`src/design/tlnef_pkg.sv`:
```
// Package for the text line number and escape filter.
// Holds the shared constants, character codes, register indexes and structs.
// No dependencies.
`default_nettype none

package tlnef_pkg;

	localparam int NUMBER_DIGITS = 6;
	localparam int CNT_BITS      = 4 * NUMBER_DIGITS;
	localparam int PRE_LEN       = NUMBER_DIGITS + 1;
	localparam int BODY_MAX      = 4;
	localparam int MAX_OUT       = PRE_LEN + BODY_MAX;
	localparam int CNT_W         = $clog2(MAX_OUT + 1);
	localparam int CFG_IDX_W     = 3;

	typedef logic [7:0] byte_t;

	localparam byte_t CHR_TAB    = 8'h09;
	localparam byte_t CHR_NL     = 8'h0A;
	localparam byte_t CHR_SPACE  = 8'h20;
	localparam byte_t CHR_DOLLAR = 8'h24;
	localparam byte_t CHR_DASH   = 8'h2D;
	localparam byte_t CHR_ZERO   = 8'h30;
	localparam byte_t CHR_M      = 8'h4D;
	localparam byte_t CHR_CARET  = 8'h5E;

	typedef enum logic [CFG_IDX_W-1:0] {
		CFG_NUMBER_NONBLANK  = 3'd0,
		CFG_NUMBER_ALL       = 3'd1,
		CFG_SHOW_ENDS        = 3'd2,
		CFG_SQUEEZE_BLANK    = 3'd3,
		CFG_SHOW_TABS        = 3'd4,
		CFG_SHOW_NONPRINTING = 3'd5
	} cfg_idx_t;

	typedef struct packed {
		logic number_nonblank;
		logic number_all;
		logic show_ends;
		logic squeeze_blank;
		logic show_tabs;
		logic show_nonprinting;
	} cfg_t;

	// Expansion of one input byte: bytes[0] goes out first.
	typedef struct packed {
		logic [MAX_OUT-1:0][7:0] bytes;
		logic [CNT_W-1:0]        count;
	} expn_t;

endpackage

`default_nettype wire

```
`src/design/tlnef_ifs.sv`:
```
// Channel interfaces of the text line number and escape filter:
// input bytes, output bytes and the configuration write channel.
// Depends on tlnef_pkg.
`default_nettype none

interface tlnef_in_if;
	logic       valid;
	logic       ready;
	logic [7:0] text_byte;
	logic       file_begin;

	modport source (output valid, output text_byte, output file_begin, input ready);
	modport sink (input valid, input text_byte, input file_begin, output ready);
endinterface

interface tlnef_out_if;
	logic       valid;
	logic       ready;
	logic [7:0] out_byte;
	logic       run_last;

	modport source (output valid, output out_byte, output run_last, input ready);
	modport sink (input valid, input out_byte, input run_last, output ready);
endinterface

interface tlnef_cfg_if;
	logic                           valid;
	logic                           ready;
	logic [tlnef_pkg::CFG_IDX_W-1:0] reg_index;
	logic                           wdata;

	modport source (output valid, output reg_index, output wdata, input ready);
	modport sink (input valid, input reg_index, input wdata, output ready);
endinterface

`default_nettype wire

```
`src/design/tlnef_cfg_regs.sv`:
```
// Configuration register file of the filter: six one-bit mode flags.
// Depends on tlnef_pkg and tlnef_ifs.
`default_nettype none

module tlnef_cfg_regs (
	input  wire logic         clk,
	input  wire logic         arst_n,
	tlnef_cfg_if.sink         cfg,
	output tlnef_pkg::cfg_t   mode
);
	import tlnef_pkg::*;

	cfg_t mode_q;

	assign cfg.ready = 1'b1;
	assign mode      = mode_q;

	always_ff @(posedge clk or negedge arst_n) begin
		if (!arst_n) begin
			mode_q <= '0;
		end else if (cfg.valid && cfg.ready) begin
			case (cfg.reg_index)
				CFG_NUMBER_NONBLANK:  mode_q.number_nonblank  <= cfg.wdata;
				CFG_NUMBER_ALL:       mode_q.number_all       <= cfg.wdata;
				CFG_SHOW_ENDS:        mode_q.show_ends        <= cfg.wdata;
				CFG_SQUEEZE_BLANK:    mode_q.squeeze_blank    <= cfg.wdata;
				CFG_SHOW_TABS:        mode_q.show_tabs        <= cfg.wdata;
				CFG_SHOW_NONPRINTING: mode_q.show_nonprinting <= cfg.wdata;
				default: ;
			endcase
		end
	end

endmodule

`default_nettype wire

```
`src/design/tlnef_expand.sv`:
```
// Line state and byte expansion: turns one input byte into its formatted
// output bytes and keeps the line start, blank and BCD line count state.
// Depends on tlnef_pkg.
`default_nettype none

module tlnef_expand (
	input  wire logic         clk,
	input  wire logic         arst_n,
	input  wire tlnef_pkg::cfg_t mode,
	input  wire logic [7:0]   text_byte,
	input  wire logic         file_begin,
	input  wire logic         accept,
	output tlnef_pkg::expn_t  expn
);
	import tlnef_pkg::*;

	logic                at_line_start_q;
	logic                blank_seen_q;
	logic [CNT_BITS-1:0] line_count_q;

	logic                als;
	logic                bs;
	logic [CNT_BITS-1:0] cnt;
	logic                nl;
	logic                is_ctrl;
	logic                caret;
	logic                drop;
	logic                blank_set;
	logic                num_text;
	logic                num_empty;
	logic                pad;
	logic                prefix_num;
	logic                prefix;
	logic                als_next;
	logic                bs_next;
	logic [CNT_BITS-1:0] cnt_next;
	logic                seen_nz;
	logic [3:0]          dig;
	byte_t               pre [PRE_LEN];
	byte_t               bod [BODY_MAX];
	logic [CNT_W-1:0]    blen;
	byte_t               cx;

	// BCD increment that holds at all nines.
	function automatic logic [CNT_BITS-1:0] bcd_inc(input logic [CNT_BITS-1:0] v);
		logic [CNT_BITS-1:0] r;
		logic                carry;
		logic                all9;
		r     = v;
		carry = 1'b1;
		all9  = 1'b1;
		for (int i = 0; i < NUMBER_DIGITS; i++) begin
			if (v[4*i +: 4] != 4'd9)
				all9 = 1'b0;
			if (carry) begin
				if (r[4*i +: 4] == 4'd9) begin
					r[4*i +: 4] = 4'd0;
				end else begin
					r[4*i +: 4] = r[4*i +: 4] + 4'd1;
					carry       = 1'b0;
				end
			end
		end
		return all9 ? v : r;
	endfunction

	// A new file restarts the line state before its first byte is handled.
	assign als = file_begin ? 1'b1 : at_line_start_q;
	assign bs  = file_begin ? 1'b0 : blank_seen_q;
	assign cnt = file_begin ? CNT_BITS'(1) : line_count_q;

	assign nl      = (text_byte == CHR_NL);
	assign is_ctrl = (text_byte <= 8'd8) || (text_byte >= 8'd11 && text_byte <= 8'd31)
		|| (text_byte >= 8'd127 && text_byte <= 8'd159);
	assign caret   = (mode.show_nonprinting && is_ctrl)
		|| (mode.show_tabs && text_byte == CHR_TAB);

	assign blank_set  = mode.squeeze_blank && als && nl;
	assign drop       = blank_set && bs;
	assign num_text   = !nl && als && (mode.number_nonblank || mode.number_all);
	assign num_empty  = nl && als && mode.number_all && !mode.number_nonblank;
	assign pad        = nl && als && mode.number_nonblank && mode.show_ends;
	assign prefix_num = num_text || num_empty;
	assign prefix     = prefix_num || pad;

	assign cx = (text_byte >= 8'd32) ? text_byte - 8'd64 : text_byte + 8'd64;

	always_comb begin
		seen_nz = 1'b0;
		dig     = 4'd0;
		for (int j = 0; j < NUMBER_DIGITS; j++) begin
			dig = cnt[4*(NUMBER_DIGITS-1-j) +: 4];
			if (dig != 4'd0)
				seen_nz = 1'b1;
			if (pad || (!seen_nz && j < NUMBER_DIGITS - 1))
				pre[j] = CHR_SPACE;
			else
				pre[j] = CHR_ZERO | {4'h0, dig};
		end
		pre[PRE_LEN-1] = CHR_TAB;
	end

	always_comb begin
		for (int k = 0; k < BODY_MAX; k++)
			bod[k] = 8'h00;
		blen = CNT_W'(1);
		if (caret) begin
			if (text_byte > 8'd127) begin
				bod[0] = CHR_M;
				bod[1] = CHR_DASH;
				bod[2] = CHR_CARET;
				bod[3] = cx;
				blen   = CNT_W'(4);
			end else begin
				bod[0] = CHR_CARET;
				bod[1] = cx;
				blen   = CNT_W'(2);
			end
		end else if (nl) begin
			if (mode.show_ends) begin
				bod[0] = CHR_DOLLAR;
				bod[1] = CHR_NL;
				blen   = CNT_W'(2);
			end else begin
				bod[0] = CHR_NL;
			end
		end else begin
			bod[0] = text_byte;
		end
	end

	always_comb begin
		for (int j = 0; j < MAX_OUT; j++) begin
			expn.bytes[j] = 8'h00;
			if (prefix) begin
				if (j < PRE_LEN)
					expn.bytes[j] = pre[j];
				else if (j - PRE_LEN < BODY_MAX)
					expn.bytes[j] = bod[j - PRE_LEN];
			end else if (j < BODY_MAX) begin
				expn.bytes[j] = bod[j];
			end
		end
		if (drop)
			expn.count = '0;
		else
			expn.count = (prefix ? CNT_W'(PRE_LEN) : CNT_W'(0)) + blen;
	end

	always_comb begin
		if (drop) begin
			als_next = als;
			bs_next  = bs;
		end else if (caret) begin
			als_next = 1'b0;
			bs_next  = 1'b0;
		end else if (nl) begin
			als_next = 1'b1;
			bs_next  = bs || blank_set;
		end else begin
			als_next = 1'b0;
			bs_next  = 1'b0;
		end
		cnt_next = (prefix_num && !drop) ? bcd_inc(cnt) : cnt;
	end

	always_ff @(posedge clk or negedge arst_n) begin
		if (!arst_n) begin
			at_line_start_q <= 1'b1;
			blank_seen_q    <= 1'b0;
			line_count_q    <= CNT_BITS'(1);
		end else if (accept) begin
			at_line_start_q <= als_next;
			blank_seen_q    <= bs_next;
			line_count_q    <= cnt_next;
		end
	end

	// A squeezed newline must come from a line start with a blank already seen.
	a_drop_keeps_blank: assert property (@(posedge clk) disable iff (!arst_n)
		accept && drop |=> blank_seen_q && at_line_start_q)
		else $error("squeezed line left the blank state");

	// Apart from a file start, the line count only moves when a number is printed.
	a_count_moves_on_number: assert property (@(posedge clk) disable iff (!arst_n)
		accept && !file_begin && !prefix_num |=> $stable(line_count_q))
		else $error("line count changed without a printed number");

endmodule

`default_nettype wire

```
`src/design/tlnef_serializer.sv`:
```
// Result register and byte serializer: holds the expansion of one input
// byte and hands it out one beat at a time. Depends on tlnef_pkg, tlnef_ifs.
`default_nettype none

module tlnef_serializer (
	input  wire logic         clk,
	input  wire logic         arst_n,
	input  wire tlnef_pkg::expn_t expn,
	input  wire logic         load,
	output logic              load_ok,
	tlnef_out_if.source       dout
);
	import tlnef_pkg::*;

	logic [MAX_OUT-1:0][7:0] buf_s1;
	logic [CNT_W-1:0]        rem_s1;
	logic                    pop;

	assign pop           = dout.valid && dout.ready;
	assign dout.valid    = (rem_s1 != '0);
	assign dout.out_byte = buf_s1[0];
	assign dout.run_last = (rem_s1 == CNT_W'(1));

	// A new item may enter while the last byte of the previous one is taken.
	assign load_ok = (rem_s1 == '0) || (rem_s1 == CNT_W'(1) && dout.ready);

	always_ff @(posedge clk or negedge arst_n) begin
		if (!arst_n) begin
			rem_s1 <= '0;
		end else if (load) begin
			rem_s1 <= expn.count;
		end else if (pop) begin
			rem_s1 <= rem_s1 - CNT_W'(1);
		end
	end

	always_ff @(posedge clk) begin
		if (load)
			buf_s1 <= expn.bytes;
		else if (pop)
			buf_s1 <= {8'h00, buf_s1[MAX_OUT-1:1]};
	end

	a_load_when_free: assert property (@(posedge clk) disable iff (!arst_n)
		load |-> (rem_s1 == '0) || (rem_s1 == CNT_W'(1) && pop))
		else $error("item loaded over pending bytes");

	a_load_shows: assert property (@(posedge clk) disable iff (!arst_n)
		load && expn.count != '0 |=> dout.valid && rem_s1 == $past(expn.count))
		else $error("loaded bytes not presented");

	a_count_bound: assert property (@(posedge clk) disable iff (!arst_n)
		rem_s1 <= CNT_W'(MAX_OUT))
		else $error("pending byte count out of range");

endmodule

`default_nettype wire

```
`src/design/text_line_number_escape_filter.sv`:
```
// The first output byte of an input byte is offered in the cycle after it is accepted.
// Throughput: one input byte per cycle while each yields at most one output byte and the output is ready; a byte
// that yields k output bytes holds the output register for k beats (up to 11).
// Bytes removed by blank-line squeezing are accepted but yield no beat.
// Reset clears all mode flags, sets the line state to line start with count one, no bytes pending.
`default_nettype none

module text_line_number_escape_filter (
	input  wire logic   clk,
	input  wire logic   arst_n,
	tlnef_in_if.sink    din,
	tlnef_out_if.source dout,
	tlnef_cfg_if.sink   cfg
);
	import tlnef_pkg::*;

	cfg_t  mode;
	expn_t expn;
	logic  load_ok;
	logic  accept;

	assign din.ready = load_ok;
	assign accept    = din.valid && load_ok;

	tlnef_cfg_regs u_cfg (
		.clk    (clk),
		.arst_n (arst_n),
		.cfg    (cfg),
		.mode   (mode)
	);

	tlnef_expand u_expand (
		.clk        (clk),
		.arst_n     (arst_n),
		.mode       (mode),
		.text_byte  (din.text_byte),
		.file_begin (din.file_begin),
		.accept     (accept),
		.expn       (expn)
	);

	tlnef_serializer u_ser (
		.clk     (clk),
		.arst_n  (arst_n),
		.expn    (expn),
		.load    (accept),
		.load_ok (load_ok),
		.dout    (dout)
	);

endmodule

`default_nettype wire
```
`src/flat_wrapper.sv`:
```
// flat-port wrapper written by rule: the top's interface ports become plain ports
module text_line_number_escape_filter_flat import tlnef_pkg::*;
  (clk, arst_n, din_valid, din_text_byte, din_file_begin, din_ready, dout_valid, dout_out_byte, dout_run_last, dout_ready, cfg_valid, cfg_reg_index, cfg_wdata, cfg_ready);
  tlnef_in_if din_i ();
  tlnef_out_if dout_i ();
  tlnef_cfg_if cfg_i ();
  input  wire logic clk;
  input  wire logic arst_n;
  input wire logic [$bits(din_i.valid)-1:0] din_valid;
  input wire logic [$bits(din_i.text_byte)-1:0] din_text_byte;
  input wire logic [$bits(din_i.file_begin)-1:0] din_file_begin;
  output wire logic [$bits(din_i.ready)-1:0] din_ready;
  output wire logic [$bits(dout_i.valid)-1:0] dout_valid;
  output wire logic [$bits(dout_i.out_byte)-1:0] dout_out_byte;
  output wire logic [$bits(dout_i.run_last)-1:0] dout_run_last;
  input wire logic [$bits(dout_i.ready)-1:0] dout_ready;
  input wire logic [$bits(cfg_i.valid)-1:0] cfg_valid;
  input wire logic [$bits(cfg_i.reg_index)-1:0] cfg_reg_index;
  input wire logic [$bits(cfg_i.wdata)-1:0] cfg_wdata;
  output wire logic [$bits(cfg_i.ready)-1:0] cfg_ready;
  assign din_i.valid = din_valid;
  assign din_i.text_byte = din_text_byte;
  assign din_i.file_begin = din_file_begin;
  assign din_ready = din_i.ready;
  assign dout_valid = dout_i.valid;
  assign dout_out_byte = dout_i.out_byte;
  assign dout_run_last = dout_i.run_last;
  assign dout_i.ready = dout_ready;
  assign cfg_i.valid = cfg_valid;
  assign cfg_i.reg_index = cfg_reg_index;
  assign cfg_i.wdata = cfg_wdata;
  assign cfg_ready = cfg_i.ready;
  text_line_number_escape_filter u_core (.clk(clk), .arst_n(arst_n), .din(din_i), .dout(dout_i), .cfg(cfg_i));
endmodule
```
`config.mk`:
```
export PLATFORM = sky130hd
export DESIGN_NAME = text_line_number_escape_filter_flat
export DESIGN_NICKNAME = d
export VERILOG_FILES = /design/src/design/tlnef_pkg.sv /design/src/design/tlnef_ifs.sv /design/src/design/tlnef_cfg_regs.sv /design/src/design/tlnef_expand.sv /design/src/design/tlnef_serializer.sv /design/src/design/text_line_number_escape_filter.sv /design/src/flat_wrapper.sv
export SDC_FILE = /design/constraint.sdc
export NUM_CORES = 1
export LEC_CHECK = 0
export ABC_CLOCK_PERIOD_IN_PS = 8200
export BUFFER_PORTS_ARGS = -buffer_cell sky130_fd_sc_hd__buf_2
export CAP_MARGIN = 20
export CORE_MARGIN = 1
export CORE_UTILIZATION = 35
export DETAILED_ROUTE_END_ITERATION = 10
export PLACE_DENSITY_LB_ADDON = 0.08
export SYNTH_ARGS = -nofsm -noshare
export SYNTH_HDL_FRONTEND = slang
export SYNTH_HIERARCHICAL = 1
export SYNTH_SLANG_ARGS = --single-unit
```
`constraint.sdc`:
```
create_clock -name clk -period 8.2 [get_ports clk]
set_input_delay 1.23 -clock clk [delete_from_list [all_inputs] [get_ports clk]]
set_output_delay 1.23 -clock clk [all_outputs]
set_load 0.03 [all_outputs]
```
==> results of run 1 <==
## per-layer routing
metal  vias up  track usage [%]
li1       2378                -
met1      2565             24.8
met2       104             27.1
met3        13             3.75
met4         0             5.57
met5         -                0
## registers in the layout, summed over array words and instances, names as in the netlist
name and cells:
u_core/u_expand/at_line_start_q 1, u_core/u_ser/dout.out_byte 8, u_core/u_cfg/mode 6, u_core/u_expand/line_count_q 24
u_core/u_expand/blank_seen_q 1, u_core/u_ser/rem_s1 4, u_core/u_ser/buf_s1 80
## worst max-delay path by stage
stage,start,slack (ns),depth (start not counted),to
2_1_floorplan,u_core/u_ser/rem_s1[1],3.43,9,u_core/u_ser/buf_s1[10]
3_3_place_gp,din_text_byte[7],3.55,9,u_core/u_ser/rem_s1[1]
3_5_place_dp,din_text_byte[7],3.40,9,u_core/u_ser/rem_s1[1]
4_1_cts,din_text_byte[7],3.83,9,u_core/u_ser/rem_s1[1]
5_1_grt,din_text_byte[7],3.49,9,u_core/u_ser/rem_s1[1]
6_report,din_text_byte[2],3.81,9,u_core/u_ser/rem_s1[1]
## cell families (layout without fill, tap and decap cells)
logic type | after synthesis | count (layout) | share of synthesized area [%]
other | 2 | 20 | 0.103
XOR/XNOR | 2 | 2 | 0.240
buffers and inverters | 96 | 83 | 7.32
multiplexers | 90 | 90 | 14.0
AND/OR/NAND/NOR | 206 | 206 | 16.9
AO/OA/AOI/OAI | 116 | 116 | 11.5
flip-flops | 124 | 124 | 48.6
adder cells (fa/ha/maj) | 7 | 7 | 1.30
## placed cells by master (no fill, tap or decap), drive strengths merged, types with 6 or more instances in the layout
| cell | synthesis | final |
|---|---|---|
| nand4 | 8 | 8 |
| and3 | 17 | 17 |
| clkinv | 1 | 7 |
| nand3 | 19 | 19 |
| dfrtp | 34 | 34 |
| o21ai | 21 | 21 |
| nor4 | 9 | 9 |
| nand2 | 42 | 42 |
| buf | 54 | 31 |
| conb | 2 | 20 |
| clkbuf | 22 | 18 |
| edfxtp | 88 | 88 |
| mux2 | 87 | 87 |
| o211ai | 11 | 11 |
| nor2 | 21 | 21 |
| nor4b | 6 | 6 |
| and2 | 17 | 17 |
| nor2b | 9 | 9 |
| inv | 19 | 20 |
| a22o | 7 | 7 |
| nor3 | 20 | 20 |
| ha | 6 | 6 |
| a21o | 7 | 7 |
| a21oi | 16 | 16 |
## where the power goes
group          switching [mW]  internal [mW]  total (mW)
Clock                   0.296          0.509       0.805
Combinational           0.456          0.349       0.805
Sequential              0.127           1.06        1.18
Total                   0.878           1.91        2.79
## layout make-up
cell class | instances | area, µm²
fillers | 1987 | 12300
well taps | 270 | 338
clock inverters | 14 | 195
clock buffers | 18 | 429
inverters | 20 | 75.1
flip-flops and latches | 124 | 3550
repair buffers | 31 | 163
multi-input cells | 441 | 3300
==> run summary, run 1 <==
Detailed routing
- **highest signal layer in the routed design** met4
- **violation count after the first detailed-route iteration** 429
- **Vias per Instance** 5.51
- **DR vias** 5060
- **Pre-Repair DR Iteration Count** 4
- **total detailed-routing wirelength** 18.1 mm
- **Avg WL per Cell** 19.7 µm
- **detailed route wirelength on metal2** 8.30 mm
- **amount of wire on met3 after detailed routing** 747 µm
- **final routed DRC violation total** 0
- **post-detailed-route count of antenna-violating nets** 0
- **Met1 Routed Length** 8.87 mm

Yosys
- **largest cells by area after synthesis** sky130_fd_sc_hd__edfxtp_1 (36%), sky130_fd_sc_hd__mux2_2 (13%), sky130_fd_sc_hd__dfrtp_1 (12%), sky130_fd_sc_hd__buf_4 (3.9%), sky130_fd_sc_hd__nand2_1 (2.2%)
- **Post-synth EDFFs** 88
- **Synth top area share** 36.2%
- **top cells by count, synth** sky130_fd_sc_hd__edfxtp_1 (88), sky130_fd_sc_hd__mux2_2 (83), sky130_fd_sc_hd__nand2_1 (42)
- **post-synthesis cell count** 643
- **Synth async-reset ratio** 29.0%
- **number of library cell types mapped by synthesis** 86
- **post-synth design cell area** 7300 µm²
- **primary flip-flop cell chosen by synthesis mapping** sky130_fd_sc_hd__edfxtp_1
- **Synth warnings** 6
- **cell with the most instances after synthesis** sky130_fd_sc_hd__edfxtp_1
- **synthesized area divided by synthesized cell count** 11.4 µm²
- **Synth Register Bits** 124
- **fraction of the yosys area taken by sequential cells** 48.6%
- **cell type contributing the most total cell area after synthesis** sky130_fd_sc_hd__edfxtp_1

Clock tree
- **clock insertion delay at the later pin of the skew report** 0.43 ns
- **post_cts resized** 0
- **cts hold-fix bufs** 0
- **clock buffers created by TritonCTS** 17
- **library cell used as clock root buffer** sky130_fd_sc_hd__clkbuf_16
- **TritonCTS clock tree** done
- **number of setup buffers added after CTS** 0
- **clock transition at the registers of the reported paths** 0.06 ns
- **CTS H-tree lvls** 4
- **maximum buffer depth of the clock tree** 2
- **Num Clock Sinks** 124

Timing
- **final clock skew** 0.0104 ns
- **Sum Neg Setup Slack** 0 ns
- **Worst slew margin** 31.7%
- **FMAX** 228 MHz
- **Final Hold Viols** 0
- **setup repair after global routing missed its margin** no
- **final setup fails** 0
- **measured slew at the worst slew-check pin** 1.02 ns
- **shortest period the worst path allows** 4.39 ns
- **worst setup slack after layout** 3.81 ns
- **Final Slew Violations** 0
- **minimum hold slack** 0.542 ns
- **share of the cycle needed by the critical path after routing** 53.5%

Power
- **overall power** 2.79 mW
- **power per unit of standard cell area** 347 nW/µm²
- **leakage component of the power** 3.09 nW
- **maximum vdd ir drop** 0.363 mV

Finish
- **# nets final** 660
- **area growth from synthesis to layout** 10.2%
- **share of layout cells above drive strength 1** 25.6%
- **final standard cell count with taps included and fillers excluded** 918
- **ANT cells** 0
- **Design Area, Final** 8040 µm²
- **utilization after layout** 39.5%

Hold path
- **hold_sp** u_core/u_expand/blank_seen_q
- **Endpoint, Worst Hold** u_core/u_expand/blank_seen_q
- **Hold Path Class** reg2reg
- **worst hold path cell count** 1

Floorplanning
- **area enclosed by the die boundary** 21400 µm²
- **starting density of the core** 35.8%
- **I/O pin count** 30
- **standard-cell rows** 52
- **Horiz. Die Dim** 146 µm
- **area of the core region** 20400 µm²
- **Die H** 146 µm

Worst setup path
- **Max FO, Critical Path** 25
- **startpoint of the most critical register-to-register path** u_core/u_ser/rem_s1[0]
- **critical path launch point type** input pin
- **r2r setup slk** 4.52 ns
- **data required time of the critical path** 8.48 ns
- **sequence of cells on the critical path** buf_2 -> nor4_2 -> a41o_1 -> inv_1 -> ha_1 -> fa_1 -> and2_1 -> a32oi_1 -> o21ai_1
- **Critical Path Sink Type** flop
- **CP peak stage delay** 0.83 ns
- **depth of the worst register-to-register path** 10
- **WP data arrival** 4.67 ns
- **critical register-to-register path endpoint** u_core/u_expand/line_count_q[13]
- **slowest cell on the critical path** sky130_fd_sc_hd__a41o_1
- **dominant delay contributor by cell family on the critical path** compound AO/OA/AOI/OAI gates
- **Setup CP Type** in2reg
- **sum of buffers and inverters on the critical path** 2

Place
- **area of placed instances** 7420 µm²
- **DP HPWL** 12.1 mm
- **global placer's final weighted congestion** 0.831
- **Setup WS pre-CTS** 3.40 ns
- **Port Buf Inserts** 28
- **count of placed standard cells including taps** 886

GRT
- **antenna violations before repair** 0
- **gr usage total** 17.7%
- **wire length of the first global-routing pass** 29.0 mm
- **total congestion overflow after global routing** 0
- **vias in the first global route** 5100
- **maximum number of pins on one net before global-route repair** 73

Run status
- **status** completed

Run
- **number of max-cap violations** 0

No activity file was read; power rests on OpenSTA's default activity.
==> run 2: changes to the inputs <==
--- a/config.mk
+++ b/config.mk
@@ -5,7 +5,7 @@
 export SDC_FILE = /design/constraint.sdc
 export NUM_CORES = 1
 export LEC_CHECK = 0
-export ABC_CLOCK_PERIOD_IN_PS = 8200
+export ABC_CLOCK_PERIOD_IN_PS = 4600
 export BUFFER_PORTS_ARGS = -buffer_cell sky130_fd_sc_hd__buf_2
 export CAP_MARGIN = 20
 export CORE_MARGIN = 1
==> constraint.sdc (replaced) <==
create_clock -name clk -period 4.6 [get_ports clk]
set_input_delay 0.69 -clock clk [delete_from_list [all_inputs] [get_ports clk]]
set_output_delay 0.69 -clock clk [all_outputs]
set_load 0.03 [all_outputs]
==> run 2 against run 1 <==
Against the previous run: register-to-register slack worse by 2.9 ns; worst setup slack worse by 2.4 ns; die area unchanged; sequential cell count unchanged; first-iteration DRC count down 8.6%; global-route usage about the same; combinational power up 79%; clock power up 65%; critical endpoint is now u_core/u_ser/buf_s1[27]; design area about the same; core utilization about the same; sequential power up 79%; critical path depth down 2; largest cell class unchanged.
==> run summary, run 2 (synthesis results as in run 1) <==
Clock tree
- **CTS H-tree lvls** 4
- **maximum buffer depth of the clock tree** 2
- **cts hold-fix bufs** 0
- **library cell used as clock root buffer** sky130_fd_sc_hd__clkbuf_16
- **clock buffers created by TritonCTS** 17
- **TritonCTS clock tree** done
- **post_cts resized** 0
- **Num Clock Sinks** 124
- **number of setup buffers added after CTS** 0
- **clock transition at the registers of the reported paths** 0.06 ns
- **clock insertion delay at the later pin of the skew report** 0.42 ns

Timing
- **shortest period the worst path allows** 3.23 ns
- **share of the cycle needed by the critical path after routing** 70.2%
- **measured slew at the worst slew-check pin** 1.12 ns
- **Sum Neg Setup Slack** 0 ns
- **final setup fails** 0
- **Final Hold Viols** 0
- **Worst slew margin** 25.2%
- **Final Slew Violations** 0
- **FMAX** 310 MHz
- **minimum hold slack** 0.376 ns
- **worst setup slack after layout** 1.37 ns
- **setup repair after global routing missed its margin** no
- **final clock skew** 0.0123 ns

GRT
- **wire length of the first global-routing pass** 28.9 mm
- **antenna violations before repair** 0
- **total congestion overflow after global routing** 0
- **maximum number of pins on one net before global-route repair** 65
- **gr usage total** 17.7%
- **vias in the first global route** 4952

Detailed routing
- **total detailed-routing wirelength** 18.1 mm
- **violation count after the first detailed-route iteration** 392
- **post-detailed-route count of antenna-violating nets** 0
- **final routed DRC violation total** 0
- **Vias per Instance** 5.48
- **Avg WL per Cell** 19.6 µm
- **DR vias** 5058
- **Pre-Repair DR Iteration Count** 7

Finish
- **ANT cells** 0
- **# nets final** 666
- **flip-flop count of the largest register after layout** 80
- **share of layout cells above drive strength 1** 26.5%
- **area growth from synthesis to layout** 10.1%
- **most used cells in the layout excluding fill and tap cells** sky130_fd_sc_hd__edfxtp_1 (88), sky130_fd_sc_hd__mux2_2 (83), sky130_fd_sc_hd__nand2_1 (42)
- **Design Area, Final** 8040 µm²
- **final standard cell count with taps included and fillers excluded** 923
- **register bank with the most flops** u_core/u_ser/buf_s1
- **most common cell after layout, fill and taps aside** sky130_fd_sc_hd__edfxtp_1
- **utilization after layout** 39.5%

Worst setup path
- **startpoint of the most critical register-to-register path** u_core/u_ser/rem_s1[0]
- **Setup CP Type** in2reg
- **r2r setup slk** 1.60 ns
- **Max FO, Critical Path** 31
- **Critical Path Sink Type** flop
- **depth of the worst register-to-register path** 7
- **WP data arrival** 3.51 ns
- **critical register-to-register path endpoint** u_core/u_ser/buf_s1[57]
- **critical path launch point type** input pin
- **data required time of the critical path** 4.88 ns

Place
- **area of placed instances** 7460 µm²
- **Port Buf Inserts** 28
- **DP HPWL** 12.2 mm
- **count of placed standard cells including taps** 892
- **global placer's final weighted congestion** 0.798
- **Setup WS pre-CTS** 1.04 ns

Floorplanning
- **Horiz. Die Dim** 146 µm
- **area enclosed by the die boundary** 21400 µm²
- **starting density of the core** 35.8%
- **area of the core region** 20400 µm²
- **I/O pin count** 30
- **Die H** 146 µm
- **standard-cell rows** 52

Power
- **leakage component of the power** 3.09 nW
- **overall power** 4.88 mW
- **maximum vdd ir drop** 0.394 mV
- **power per unit of standard cell area** 607 nW/µm²

Run
- **number of max-cap violations** 0

Hold path
- **Hold Path Class** in2async

Run status
- **status** completed

## run 2: area by class of cell
type                            instances  area [µm²]
Inverter                               20        75.1
Clock buffer                           17         425
Multi-Input combinational cell        441        3300
Timing Repair Buffer                   37         208
Clock inverter                         14         148
Sequential cell                       124        3550
Fill cell                            1990       12300
Tap cell                              270         338
## run 2: how the worst max path moves through the flow
stage	from	end	slack [ns]	cells after the start
after floorplan	u_core/u_ser/rem_s1[1]	u_core/u_ser/buf_s1[10]	0.59	9
after global placement	din_file_begin	u_core/u_ser/buf_s1[27]	1.19	7
after CTS	din_file_begin	u_core/u_ser/buf_s1[27]	1.47	7
final	din_file_begin	u_core/u_ser/buf_s1[27]	1.37	7
after global routing	din_file_begin	u_core/u_ser/buf_s1[27]	1.17	7
after detailed placement	din_file_begin	u_core/u_ser/buf_s1[27]	1.04	7
## run 2: routing by layer
metal | GRT usage [%] | up-vias | wire length [µm]
li1 | - | 2385 | -
met1 | 25.6 | 2541 | 9120
met2 | 26.4 | 105 | 8070
met3 | 3.47 | 27 | 642
met4 | 5.94 | 0 | 280
met5 | 0 | - | 0
## run 2: worst max-delay path: stages
cell	delay, ns
sky130_fd_sc_hd__buf_2	0.46
sky130_fd_sc_hd__o22ai_1	0.28
sky130_fd_sc_hd__a31oi_1	0.87
sky130_fd_sc_hd__nand2_1	0.38
sky130_fd_sc_hd__o21ai_1	0.45
sky130_fd_sc_hd__a22o_1	0.21
sky130_fd_sc_hd__mux2_2	0.14
## run 2: where the power goes
group	switching, mW	internal, mW
Sequential	0.229	1.88
Combinational	0.808	0.634
Clock	0.530	0.795
Total	1.57	3.31
==> run 3: changes to the inputs <==
--- a/config.mk
+++ b/config.mk
@@ -5,7 +5,7 @@
 export SDC_FILE = /design/constraint.sdc
 export NUM_CORES = 1
 export LEC_CHECK = 0
-export ABC_CLOCK_PERIOD_IN_PS = 4600
+export ABC_CLOCK_PERIOD_IN_PS = 3290
 export BUFFER_PORTS_ARGS = -buffer_cell sky130_fd_sc_hd__buf_2
 export CAP_MARGIN = 20
 export CORE_MARGIN = 1
==> constraint.sdc (replaced) <==
create_clock -name clk -period 3.29 [get_ports clk]
set_input_delay 0.4935 -clock clk [delete_from_list [all_inputs] [get_ports clk]]
set_output_delay 0.4935 -clock clk [all_outputs]
set_load 0.03 [all_outputs]
==> run 3 against run 2 <==
Against the previous run: design area rose by 1.4%; die area unchanged; power is 41% higher; wire length grew 1.2%; non-clock buffer count is 13 higher; sequential cell count unchanged; combinational power increased by 47%; global-route usage is 0.24 points higher; sequential power rose by 39%; final cell count grew 1.5%; largest power group unchanged.
==> run summary, run 3 (synthesis results as in run 1) <==
Clock tree
- **cts hold-fix bufs** 0
- **number of setup buffers added after CTS** 0
- **CTS H-tree lvls** 4
- **clock insertion delay at the later pin of the skew report** 0.41 ns
- **clock transition at the registers of the reported paths** 0.06 ns
- **library cell used as clock root buffer** sky130_fd_sc_hd__clkbuf_16
- **maximum buffer depth of the clock tree** 2
- **clock buffers created by TritonCTS** 17
- **post_cts resized** 0
- **TritonCTS clock tree** done
- **Num Clock Sinks** 124

Place
- **DP HPWL** 12.7 mm
- **global placer's final weighted congestion** 0.852
- **area of placed instances** 7580 µm²
- **Port Buf Inserts** 28

Timing
- **share of the cycle needed by the critical path after routing** 84.6%
- **measured slew at the worst slew-check pin** 0.951 ns
- **final setup fails** 0
- **Sum Neg Setup Slack** 0 ns
- **shortest period the worst path allows** 2.78 ns
- **Worst slew margin** 36.4%
- **minimum hold slack** 0.186 ns
- **Final Hold Viols** 0
- **final clock skew** 0.00784 ns
- **setup repair after global routing missed its margin** no
- **FMAX** 359 MHz
- **Final Slew Violations** 0

Worst setup path
- **Max FO, Critical Path** 13
- **Setup CP Type** in2reg
- **r2r setup slk** 0.53 ns
- **Critical Path Sink Type** flop
- **critical path launch point type** input pin
- **startpoint of the most critical register-to-register path** u_core/u_ser/rem_s1[0]
- **critical register-to-register path endpoint** u_core/u_ser/buf_s1[58]
- **data required time of the critical path** 3.56 ns
- **depth of the worst register-to-register path** 7
- **WP data arrival** 3.05 ns

Detailed routing
- **DR vias** 5173
- **Pre-Repair DR Iteration Count** 5
- **Vias per Instance** 5.52
- **post-detailed-route count of antenna-violating nets** 0
- **Avg WL per Cell** 19.6 µm
- **final routed DRC violation total** 0
- **violation count after the first detailed-route iteration** 466
- **total detailed-routing wirelength** 18.3 mm

Power
- **part of the power in the clock network** 26.5%
- **net switching power of the design** 2.19 mW
- **share of power burned in combinational logic** 30.7%
- **switching portion of total power** 31.9%
- **power per unit of standard cell area** 843 nW/µm²
- **leakage component of the power** 3.17 nW
- **relative contribution of sequential cells to total power** 42.8%
- **internal power summed over all cells** 4.68 mW
- **maximum vdd ir drop** 0.585 mV

GRT
- **wire length of the first global-routing pass** 29.2 mm
- **antenna violations before repair** 0
- **maximum number of pins on one net before global-route repair** 54
- **gr usage total** 17.9%
- **total congestion overflow after global routing** 0
- **vias in the first global route** 5075

Finish
- **most common cell after layout, fill and taps aside** sky130_fd_sc_hd__edfxtp_1
- **flip-flop count of the largest register after layout** 80
- **share of layout cells above drive strength 1** 28.0%
- **most used cells in the layout excluding fill and tap cells** sky130_fd_sc_hd__edfxtp_1 (88), sky130_fd_sc_hd__mux2_2 (83), sky130_fd_sc_hd__nand2_1 (42)
- **# nets final** 679
- **register bank with the most flops** u_core/u_ser/buf_s1
- **utilization after layout** 40.0%
- **Design Area, Final** 8150 µm²
- **fill count** 1990
- **ANT cells** 0
- **area growth from synthesis to layout** 11.7%

Run
- **number of max-cap violations** 0

Floorplanning
- **area enclosed by the die boundary** 21400 µm²
- **Die H** 146 µm
- **I/O pin count** 30
- **starting density of the core** 35.8%
- **area of the core region** 20400 µm²
- **standard-cell rows** 52
- **Horiz. Die Dim** 146 µm

Hold path
- **Hold Path Class** in2async

Run status
- **status** completed

run 3: area by class of cell:
| cell class | count | area [µm²] | share of cell area, % |
|---|---|---|---|
| Sequential cell | 124 | 3550 | 43.5 |
| Tap cell | 270 | 338 | 4.14 |
| Multi-Input combinational cell | 441 | 3300 | 40.5 |
| Timing Repair Buffer | 50 | 318 | 3.90 |
| Clock inverter | 15 | 149 | 1.83 |
| Clock buffer | 17 | 425 | 5.22 |
| Inverter | 20 | 75.1 | 0.921 |
run 3: stage by stage:
step | std cells | total power [mW] | setup slack (ns)
global route | 937 | 7.29 | 0.339
finish | 937 | 6.87 | 0.508
CTS | 937 | 6.95 | 0.496
floorplan | 661 | 4.52 | 0.112
global placement | 905 | 5.05 | 0.236
detailed placement | 905 | 5.08 | 0.156
run 3: worst max-delay path by stage:
stage	from	end	slack [ns]	depth (start not counted)
6_report	din_text_byte[7]	u_core/u_ser/rem_s1[1]	0.51	10
4_1_cts	u_core/u_ser/rem_s1[0]	u_core/u_ser/buf_s1[58]	0.50	7
2_1_floorplan	u_core/u_ser/rem_s1[1]	u_core/u_ser/buf_s1[10]	0.11	9
5_1_grt	u_core/u_ser/rem_s1[0]	u_core/u_ser/buf_s1[58]	0.34	7
3_5_place_dp	din_text_byte[7]	u_core/u_ser/rem_s1[1]	0.16	10
3_3_place_gp	din_text_byte[7]	u_core/u_ser/rem_s1[1]	0.24	10
run 3: per-layer routing:
metal  vias to the layer above  GRT usage (%)  share of wire, %
li1                       2422              -                 -
met1                      2583           25.5                48
met2                       148           26.9                45
met3                        20           3.91               5.5
met4                         0           6.25               1.5
met5                         -              0                 0
run 3: critical path: stages:
cell,delay [ns]
sky130_fd_sc_hd__buf_2,0.18
sky130_fd_sc_hd__nor4_2,0.62
sky130_fd_sc_hd__nand4_1,0.41
sky130_fd_sc_hd__nand2_1,0.22
sky130_fd_sc_hd__nor2_1,0.09
sky130_fd_sc_hd__ha_1,0.22
sky130_fd_sc_hd__fa_1,0.44
sky130_fd_sc_hd__and2_1,0.15
sky130_fd_sc_hd__a32oi_1,0.13
sky130_fd_sc_hd__o21ai_1,0.09
run 3: power by group through the flow:
| stage | Sequential [mW] | Clock, mW | Combinational, mW |
|---|---|---|---|
| 6_report | 2.94 | 1.82 | 2.11 |
| 5_1_grt | 3.03 | 1.95 | 2.31 |
| 4_1_cts | 2.95 | 1.88 | 2.12 |
| 3_5_place_dp | 2.97 | 0 | 2.11 |
| 3_3_place_gp | 2.96 | 0 | 2.09 |
| 2_1_floorplan | 2.82 | 0 | 1.70 |
